## src/hw/rtl/slid_pkg.sv

```systemverilog
// Package for the sorted insertion list: payload structs, command and status
// codes, and the control and status structs between controller and datapath.
// No dependencies.
package slid_pkg;

  // Default sizes of the list.
  localparam int DEPTH_DEF       = 64;
  localparam int VALUE_WIDTH_DEF = 32;

  // Fixed field widths of the two channels.
  localparam int CMD_W = 2;
  localparam int VAL_W = 32;
  localparam int IDX_W = 10;
  localparam int ST_W  = 2;
  localparam int CNT_W = 7;

  // Command codes.
  localparam logic [CMD_W-1:0] CMD_INSERT = 2'd0;
  localparam logic [CMD_W-1:0] CMD_READ   = 2'd1;
  localparam logic [CMD_W-1:0] CMD_DELETE = 2'd2;

  // Status codes.
  localparam logic [ST_W-1:0] ST_OK    = 2'd0;
  localparam logic [ST_W-1:0] ST_EMPTY = 2'd1;
  localparam logic [ST_W-1:0] ST_RANGE = 2'd2;
  localparam logic [ST_W-1:0] ST_FULL  = 2'd3;

  // Read address choices, relative to the datapath pointer.
  localparam logic [2:0] RA_PTR    = 3'd0;
  localparam logic [2:0] RA_PTR_M1 = 3'd1;
  localparam logic [2:0] RA_PTR_M2 = 3'd2;
  localparam logic [2:0] RA_PTR_P1 = 3'd3;
  localparam logic [2:0] RA_PTR_P2 = 3'd4;

  // Write data choices.
  localparam logic WS_VALUE = 1'b0;
  localparam logic WS_RDATA = 1'b1;

  // One request item.
  typedef struct packed {
    logic [CMD_W-1:0]        command;
    logic signed [VAL_W-1:0] value;
    logic [IDX_W-1:0]        index;
  } req_t;

  // One result item.
  typedef struct packed {
    logic [ST_W-1:0]         status;
    logic signed [VAL_W-1:0] data;
    logic [CNT_W-1:0]        count;
  } rsp_t;

  // Commands from the controller to the datapath.
  typedef struct packed {
    logic       load_req;
    logic       latch_status;
    logic       rd_en;
    logic [2:0] rd_sel;
    logic       wr_en;
    logic       wr_sel;
    logic       ptr_dec;
    logic       ptr_inc;
    logic       occ_inc;
    logic       occ_dec;
    logic       cap_data;
    logic       load_rsp;
  } dp_cmd_t;

  // Status from the datapath to the controller.
  typedef struct packed {
    logic is_insert;
    logic is_read;
    logic fault;
    logic ptr_zero;
    logic ptr_one;
    logic ge;
    logic del_last;
    logic move_last;
  } dp_stat_t;

endpackage

```

## src/hw/rtl/slid_ram.sv

```systemverilog
// Generic simple dual-port RAM: one write port, one read port with
// registered read data. No dependencies.
module slid_ram #(
  parameter int WIDTH = 32,
  parameter int DEPTH = 64,
  localparam int AW = (DEPTH > 1) ? $clog2(DEPTH) : 1
) (
  input  logic             clk,
  input  logic             we,
  input  logic [AW-1:0]    waddr,
  input  logic [WIDTH-1:0] wdata,
  input  logic             re,
  input  logic [AW-1:0]    raddr,
  output logic [WIDTH-1:0] rdata
);

  logic [WIDTH-1:0] mem [DEPTH];

  // Write port.
  always_ff @(posedge clk) begin
    if (we) begin
      mem[waddr] <= wdata;
    end
  end

  // Registered read port.
  always_ff @(posedge clk) begin
    if (re) begin
      rdata <= mem[raddr];
    end
  end

endmodule

```

## src/hw/rtl/slid_dp.sv

```systemverilog
// Datapath of the sorted insertion list: request and pointer registers, the
// occupancy count, the entry RAM and the result register.
// Depends on slid_pkg and slid_ram.
module slid_dp #(
  parameter int DEPTH       = slid_pkg::DEPTH_DEF,
  parameter int VALUE_WIDTH = slid_pkg::VALUE_WIDTH_DEF
) (
  input  logic              clk,
  input  logic              rst,
  input  slid_pkg::req_t    req_in,
  input  slid_pkg::dp_cmd_t ctl,
  output slid_pkg::dp_stat_t stat,
  output slid_pkg::rsp_t    rsp_out
);

  localparam int SW  = (VALUE_WIDTH < slid_pkg::VAL_W) ? VALUE_WIDTH : slid_pkg::VAL_W;
  localparam int AW  = (DEPTH > 1) ? $clog2(DEPTH) : 1;
  localparam int OW  = $clog2(DEPTH + 1);
  localparam int IW  = slid_pkg::IDX_W;
  localparam int CW  = (OW > IW) ? OW : IW;
  localparam int DW  = slid_pkg::VAL_W;
  localparam int NW  = slid_pkg::CNT_W;

  logic [OW-1:0]             occ;
  logic [slid_pkg::CMD_W-1:0] command;
  logic signed [SW-1:0]      value;
  logic [IW-1:0]             index;
  logic [OW-1:0]             ptr;
  logic [slid_pkg::ST_W-1:0] status_q;
  logic signed [DW-1:0]      data_q;
  slid_pkg::rsp_t            rsp_q;

  logic [slid_pkg::ST_W-1:0] pre_status;
  logic [OW-1:0]             raddr_full;
  logic [AW-1:0]             ram_raddr;
  logic [SW-1:0]             ram_wdata;
  logic [SW-1:0]             ram_rdata;
  logic signed [SW-1:0]      rdata_s;
  logic [OW:0]               ptr_p1;
  logic [OW:0]               ptr_p2;

  assign rdata_s = ram_rdata;

  // Occupancy count.
  always_ff @(posedge clk) begin
    if (rst) begin
      occ <= '0;
    end else if (ctl.occ_inc) begin
      occ <= occ + 1'b1;
    end else if (ctl.occ_dec) begin
      occ <= occ - 1'b1;
    end
  end

  // Request registers and the working pointer.
  always_ff @(posedge clk) begin
    if (ctl.load_req) begin
      command <= req_in.command;
      value   <= req_in.value[SW-1:0];
      index   <= req_in.index;
      if (req_in.command == slid_pkg::CMD_INSERT) begin
        ptr <= occ;
      end else begin
        ptr <= OW'(req_in.index);
      end
    end else if (ctl.ptr_dec) begin
      ptr <= ptr - 1'b1;
    end else if (ctl.ptr_inc) begin
      ptr <= ptr + 1'b1;
    end
  end

  // Status of the item, decided before any entry moves.
  always_comb begin
    if (command == slid_pkg::CMD_INSERT) begin
      pre_status = (occ >= OW'(DEPTH)) ? slid_pkg::ST_FULL : slid_pkg::ST_OK;
    end else if (command != slid_pkg::CMD_READ && command != slid_pkg::CMD_DELETE) begin
      pre_status = slid_pkg::ST_RANGE;
    end else if (occ == '0) begin
      pre_status = slid_pkg::ST_EMPTY;
    end else if (CW'(index) >= CW'(occ)) begin
      pre_status = slid_pkg::ST_RANGE;
    end else begin
      pre_status = slid_pkg::ST_OK;
    end
  end

  // Result status and data.
  always_ff @(posedge clk) begin
    if (ctl.load_req) begin
      data_q <= '0;
    end else if (ctl.cap_data) begin
      data_q <= DW'(rdata_s);
    end
    if (ctl.latch_status) begin
      status_q <= pre_status;
    end
  end

  // Read address relative to the pointer.
  always_comb begin
    case (ctl.rd_sel)
      slid_pkg::RA_PTR:    raddr_full = ptr;
      slid_pkg::RA_PTR_M1: raddr_full = ptr - OW'(1);
      slid_pkg::RA_PTR_M2: raddr_full = ptr - OW'(2);
      slid_pkg::RA_PTR_P1: raddr_full = ptr + OW'(1);
      slid_pkg::RA_PTR_P2: raddr_full = ptr + OW'(2);
      default:             raddr_full = ptr;
    endcase
  end

  assign ram_raddr = raddr_full[AW-1:0];
  assign ram_wdata = (ctl.wr_sel == slid_pkg::WS_RDATA) ? ram_rdata : value;

  slid_ram #(
    .WIDTH (SW),
    .DEPTH (DEPTH)
  ) u_ram (
    .clk   (clk),
    .we    (ctl.wr_en),
    .waddr (ptr[AW-1:0]),
    .wdata (ram_wdata),
    .re    (ctl.rd_en),
    .raddr (ram_raddr),
    .rdata (ram_rdata)
  );

  // Status towards the controller.
  assign ptr_p1 = (OW + 1)'(ptr) + (OW + 1)'(1);
  assign ptr_p2 = (OW + 1)'(ptr) + (OW + 1)'(2);

  always_comb begin
    stat.is_insert = (command == slid_pkg::CMD_INSERT);
    stat.is_read   = (command == slid_pkg::CMD_READ);
    stat.fault     = (pre_status != slid_pkg::ST_OK);
    stat.ptr_zero  = (ptr == '0);
    stat.ptr_one   = (ptr == OW'(1));
    stat.ge        = (rdata_s >= value);
    stat.del_last  = (ptr_p1 >= (OW + 1)'(occ));
    stat.move_last = (ptr_p2 >= (OW + 1)'(occ));
  end

  // Result register.
  always_ff @(posedge clk) begin
    if (ctl.load_rsp) begin
      rsp_q.status <= status_q;
      rsp_q.data   <= data_q;
      rsp_q.count  <= NW'(occ);
    end
  end

  assign rsp_out = rsp_q;

endmodule

```

## src/hw/rtl/slid_ctrl.sv

```systemverilog
// Controller of the sorted insertion list: the state machine that sequences
// checks, RAM reads and shifts, and owns both handshakes. Depends on slid_pkg.
module slid_ctrl (
  input  logic               clk,
  input  logic               rst,
  input  logic               cmd_valid,
  output logic               cmd_ready,
  output logic               rsp_valid,
  input  logic               rsp_ready,
  input  slid_pkg::dp_stat_t stat,
  output slid_pkg::dp_cmd_t  ctl
);

  localparam logic [2:0] S_IDLE      = 3'd0;
  localparam logic [2:0] S_CHECK     = 3'd1;
  localparam logic [2:0] S_INS_CMP   = 3'd2;
  localparam logic [2:0] S_INS_PLACE = 3'd3;
  localparam logic [2:0] S_RD_WAIT   = 3'd4;
  localparam logic [2:0] S_DEL_MOVE  = 3'd5;
  localparam logic [2:0] S_FINISH    = 3'd6;

  logic [2:0] state;
  logic [2:0] state_next;

  // No item is taken while reset is held.
  assign cmd_ready = (state == S_IDLE) && !rst;

  // Next state and datapath commands.
  always_comb begin
    ctl        = '0;
    state_next = state;
    case (state)
      S_IDLE: begin
        if (cmd_valid && cmd_ready) begin
          ctl.load_req = 1'b1;
          state_next   = S_CHECK;
        end
      end
      S_CHECK: begin
        ctl.latch_status = 1'b1;
        if (stat.fault) begin
          state_next = S_FINISH;
        end else if (stat.is_insert) begin
          if (stat.ptr_zero) begin
            state_next = S_INS_PLACE;
          end else begin
            ctl.rd_en  = 1'b1;
            ctl.rd_sel = slid_pkg::RA_PTR_M1;
            state_next = S_INS_CMP;
          end
        end else begin
          ctl.rd_en  = 1'b1;
          ctl.rd_sel = slid_pkg::RA_PTR;
          state_next = S_RD_WAIT;
        end
      end
      S_INS_CMP: begin
        // Move larger or equal entries up by one until the gap is found.
        ctl.wr_en = 1'b1;
        if (stat.ge) begin
          ctl.wr_sel  = slid_pkg::WS_RDATA;
          ctl.ptr_dec = 1'b1;
          if (stat.ptr_one) begin
            state_next = S_INS_PLACE;
          end else begin
            ctl.rd_en  = 1'b1;
            ctl.rd_sel = slid_pkg::RA_PTR_M2;
          end
        end else begin
          ctl.wr_sel  = slid_pkg::WS_VALUE;
          ctl.occ_inc = 1'b1;
          state_next  = S_FINISH;
        end
      end
      S_INS_PLACE: begin
        ctl.wr_en   = 1'b1;
        ctl.wr_sel  = slid_pkg::WS_VALUE;
        ctl.occ_inc = 1'b1;
        state_next  = S_FINISH;
      end
      S_RD_WAIT: begin
        ctl.cap_data = 1'b1;
        if (stat.is_read) begin
          state_next = S_FINISH;
        end else if (stat.del_last) begin
          ctl.occ_dec = 1'b1;
          state_next  = S_FINISH;
        end else begin
          ctl.rd_en  = 1'b1;
          ctl.rd_sel = slid_pkg::RA_PTR_P1;
          state_next = S_DEL_MOVE;
        end
      end
      S_DEL_MOVE: begin
        // Move each later entry down by one to close the gap.
        ctl.wr_en   = 1'b1;
        ctl.wr_sel  = slid_pkg::WS_RDATA;
        ctl.ptr_inc = 1'b1;
        if (stat.move_last) begin
          ctl.occ_dec = 1'b1;
          state_next  = S_FINISH;
        end else begin
          ctl.rd_en  = 1'b1;
          ctl.rd_sel = slid_pkg::RA_PTR_P2;
        end
      end
      S_FINISH: begin
        if (!rsp_valid || rsp_ready) begin
          ctl.load_rsp = 1'b1;
          state_next   = S_IDLE;
        end
      end
      default: begin
        state_next = S_IDLE;
      end
    endcase
  end

  // State register.
  always_ff @(posedge clk) begin
    if (rst) begin
      state <= S_IDLE;
    end else begin
      state <= state_next;
    end
  end

  // Result valid flag.
  always_ff @(posedge clk) begin
    if (rst) begin
      rsp_valid <= 1'b0;
    end else if (ctl.load_rsp) begin
      rsp_valid <= 1'b1;
    end else if (rsp_ready) begin
      rsp_valid <= 1'b0;
    end
  end

endmodule

```

## src/hw/rtl/sorted_list_insert_index_delete.sv

```systemverilog
// Top level of the sorted insertion list: joins the controller and the
// datapath. Depends on slid_pkg, slid_ctrl and slid_dp.
//
//   channel  dir  handshake              payload
//   cmd      in   cmd_valid / cmd_ready  slid_pkg::req_t (command, value, index)
//   rsp      out  rsp_valid / rsp_ready  slid_pkg::rsp_t (status, data, count)
//
// A request that ends in an error and a read move no entry; an insert moves
// each stored value that is greater or equal up by one, and a delete moves
// each entry after the index down by one.
// The shifting is set by the entry RAM: one entry moves per cycle through its
// single write port. The result register lets the next item be accepted while
// a result waits; a new result waits in its last state if the previous one is
// still held. Reset clears the count and the handshakes; the RAM is not cleared.
module sorted_list_insert_index_delete #(
  parameter int DEPTH       = slid_pkg::DEPTH_DEF,
  parameter int VALUE_WIDTH = slid_pkg::VALUE_WIDTH_DEF
) (
  input  logic           clk,
  input  logic           rst,
  input  logic           cmd_valid,
  output logic           cmd_ready,
  input  slid_pkg::req_t cmd,
  output logic           rsp_valid,
  input  logic           rsp_ready,
  output slid_pkg::rsp_t rsp
);

  slid_pkg::dp_cmd_t  ctl;
  slid_pkg::dp_stat_t stat;

  slid_ctrl u_ctrl (
    .clk       (clk),
    .rst       (rst),
    .cmd_valid (cmd_valid),
    .cmd_ready (cmd_ready),
    .rsp_valid (rsp_valid),
    .rsp_ready (rsp_ready),
    .stat      (stat),
    .ctl       (ctl)
  );

  slid_dp #(
    .DEPTH       (DEPTH),
    .VALUE_WIDTH (VALUE_WIDTH)
  ) u_dp (
    .clk     (clk),
    .rst     (rst),
    .req_in  (cmd),
    .ctl     (ctl),
    .stat    (stat),
    .rsp_out (rsp)
  );

endmodule

```

## config.mk

```make
export PLATFORM = sky130hd
export DESIGN_NAME = sorted_list_insert_index_delete
export DESIGN_NICKNAME = d
export VERILOG_FILES = /design/src/hw/rtl/slid_pkg.sv /design/src/hw/rtl/slid_ram.sv /design/src/hw/rtl/slid_dp.sv /design/src/hw/rtl/slid_ctrl.sv /design/src/hw/rtl/sorted_list_insert_index_delete.sv
export SDC_FILE = /design/constraint.sdc
export NUM_CORES = 2
export LEC_CHECK = 0
export BUFFER_PORTS_ARGS = -buffer_cell sky130_fd_sc_hd__buf_2
export CORE_MARGIN = 3
export CORE_UTILIZATION = 65
export CTS_BUF_LIST = sky130_fd_sc_hd__clkbuf_4 sky130_fd_sc_hd__clkbuf_8 sky130_fd_sc_hd__clkbuf_16
export CTS_CLUSTER_DIAMETER = 120
export DETAILED_ROUTE_END_ITERATION = 10
export PLACE_DENSITY = 0.82
export SKIP_LAST_GASP = 1
export SLEW_MARGIN = 10
export SYNTH_ARGS = -nofsm -noshare
export SYNTH_HDL_FRONTEND = slang
export SYNTH_SLANG_ARGS = --single-unit
```

## constraint.sdc

```tcl
create_clock -name clk -period 12.7 [get_ports clk]
set_input_delay 1.27 -clock clk [delete_from_list [all_inputs] [get_ports clk]]
set_output_delay 1.27 -clock clk [all_outputs]
set_load 0.02 [all_outputs]
```

==> flow_summary.toml <==
[status]
status = "finished clean"

[setup_path]
arrival_ps = 9110
critical_path_class = "reg -> reg"
path_max_fanout = 64
start_kind = "register"
worst_ep_required_time_ps = 13420
cp-end-kind = "register"

[synthesis]
yosysWarnings = 0
syn_nets = 5033
yosysSeqAreaShare_pct = 75.2
synth_edf_count = 2174
yosys.area.top_type_share_pct = 74.2
syn_area_um2 = 88000
yosysMostFrequentCell = "edfxtp_1"
synth_cells = 4912
synth_seq_cells = 2217
synthTopCellsByCount = "2174 x edfxtp_1, 525 x nand2_1, 274 x mux4_2"
ys.flop_type = "edfxtp_1"
synth_area_leader_cell = "edfxtp_1"
async_flop_share_pct = 0
syn_area_per_cell_um2 = 17.9
synth_cell_types = 85
netlist_top_cells_area = "edfxtp_1 74%, mux4_2 7.0%, mux2i_1 2.6%"

[clock_tree]
clkSinkCount = 2217
cts_tree = "yes"
ctsHoldBuffers = 0
cts_setup_buffers = 0
cts_buffer_depth = 3
numCtsBuffers = 206
htree_levels = 4
ctsResizeCount = 0
clkTransAtPathRegs_ps = 70
worstSkewPairLatency_ps = 860
root_buffer = "clkbuf_16"

[cells_and_area]
design_area_um2 = 98100
area_delta_synth_final_pct = 11.6
layout-drive-gt1-share_pct = 18.9
final_nets = 5157
finalCoreUtilization_pct = 73.3
fillers = 7283

[floorplan]
fp.dieH_um = 374
dieArea_um2 = 140000
fp-row-count = 134
die_w_um = 374
core_area_um2 = 134000
initial_utilization_pct = 65.7
io_pins = 91

[sta]
finalCriticalPeriod_ps = 8390
slew_headroom_pct = 12.1
timing.fmax_ghz = 0.119
rsz0062_at_grt = "false"
final-hold-violation-count = 0
setup_viol = 0
final_max_slew_viol_count = 0
skew_ps = 51.6
tightest_slew_ps = 1310
finalCritPeriodShare_pct = 66.1
tns_ps = 0

[route]
drt_iter0_drc = 8822
via_per_inst = 7.36
drc = 0
dr_total_vias = 51400
first_pass_iters = 8
ant_nets = 0
wl_per_cell_um = 36.6
wirelength_um = 255000

[pwr]
max-vdd-ir-drop_mv = 0.219
leakagePower_uw = 0.0322
p_per_area_nw_per_um2 = 234

[place]
port_buffers = 90
dp_hpwl_um = 137000
place.gp.congestion = 0.919
place_area_um2 = 91200

[grt]
grt-ovfl-total = 0
grt_pass1_wl_um = 364000
grt_antenna_before_repair = 23
grt_util_all_layers_pct = 36.7
grt_pass1_vias = 50600
grt_max_degree = 170

[run]
max_cap_viol_count = 0

[min_path]
hold_path.class = "reg -> reg"
[registers in the layout, indices dropped and copies added, names as in the netlist, 2 cells and up]
signal / flops
u_dp.value: 32
u_dp.occ: 7
u_dp.u_ram.rdata: 32
u_dp.ptr: 7
u_dp.data_q: 32
u_dp.index: 10
u_ctrl.state: 3
u_dp.command: 2
u_dp.u_ram.mem: 2048
u_dp.status_q: 2
u_dp.rsp_out: 41
[routing by layer]
layer  global-route usage [%]  share of wire (%)  up-vias
met4                     22.4                7.2       14
met2                     54.3                 45     4626
met5                        0              0.038        -
met1                     47.3                 33    25700
li1                         -                  -    20200
met3                     12.6                 15      952
[worst paths after layout]
check	from	end	slack (ps)	depth (start not counted)
worst max-delay path	u_dp.ptr[2]	u_dp.u_ram.rdata[9]	4310	19
worst min register to register	u_dp.status_q[1]	u_dp.rsp_out[40]	420	0
worst min-delay path	u_dp.status_q[1]	u_dp.rsp_out[40]	420	0
worst max register to register	u_dp.ptr[2]	u_dp.u_ram.rdata[9]	4310	19
[power breakdown]
part | internal [uW] | switching [uW] | total [uW]
sequential | 8740 | 212 | 8950
combinational | 2430 | 5300 | 7720
clock | 3540 | 2700 | 6240
[cell usage in the layout (no fill, tap or decap), types with 21 or more instances in the layout]
master	n
edfxtp_1	2174
nand2_1	523
mux4_2	274
mux2i_1	229
clkbuf_16	209
a211oi_1	136
buf_4	134
a21oi_1	117
and3_1	93
buf_2	90
a221oi_1	72
ha_1	71
nor2_4	67
a22oi_1	62
clkinv_1	55
a311o_1	52
nor2b_1	48
inv_1	48
dfxtp_1	43
clkbuf_4	40
nand3_1	39
a311oi_1	39
o211ai_1	39
nor2_1	37
o21ai_4	35
a31oi_1	32
a32oi_1	29
o32a_1	29
clkinv_2	29
o211a_1	27
o21ai_0	23
o31ai_1	22
a32o_1	21
[final cells by class]
| class | count | area, um2 | share of cell area [%] |
|---|---|---|---|
| Inverter | 49 | 184 | 0.187 |
| Antenna cell | 13 | 32.5 | 0.0331 |
| Clock buffer | 254 | 5600 | 5.71 |
| Sequential cell | 2217 | 66100 | 67.4 |
| Tap cell | 1768 | 2210 | 2.25 |
| Clock inverter | 123 | 1250 | 1.28 |
| Multi-Input combinational cell | 2329 | 21100 | 21.5 |
| Timing Repair Buffer | 233 | 1630 | 1.66 |
[per-stage QoR]
stage / setup WS, ps / hold slack [ps] / instances / total power, uW
global placement: 4900 / 414 / 6594 / 16200
detailed placement: 4730 / 407 / 6595 / 16400
floorplan: 6600 / 400 / 4912 / 13700
global route: 4170 / 426 / 6974 / 23500
finish: 4310 / 423 / 6986 / 22900
CTS: 4610 / 424 / 6972 / 22700
[critical path, cell delays in order (launching register included)]
cell       delay [ps]
edfxtp_1          770
ha_1              410
nand3_1           120
xnor2_1           170
ha_1              310
a21o_1            180
a21oi_1           120
o21ai_0           150
a311oi_1          680
inv_1             320
fa_1              520
a221o_1           340
o21ai_4            80
buf_4             500
and2_4            960
buf_4             680
nand2_1           110
a32o_1            280
a2111oi_2        1130
o32a_1            280
[cell families (layout without fill, tap and decap cells)]
| family | after synthesis | after routing | synth area share [%] |
|---|---|---|---|
| other cells | 0 | 13 | 0 |
| compound gates | 823 | 823 | 7.19 |
| xor+xnor | 26 | 26 | 0.259 |
| mux | 507 | 507 | 9.67 |
| fa+ha+maj | 73 | 73 | 1.06 |
| simple gates | 900 | 900 | 4.66 |
| buf+inv | 366 | 659 | 1.98 |
| flops | 2217 | 2217 | 75.2 |
Note: power is estimated with default switching activity, not from simulation.
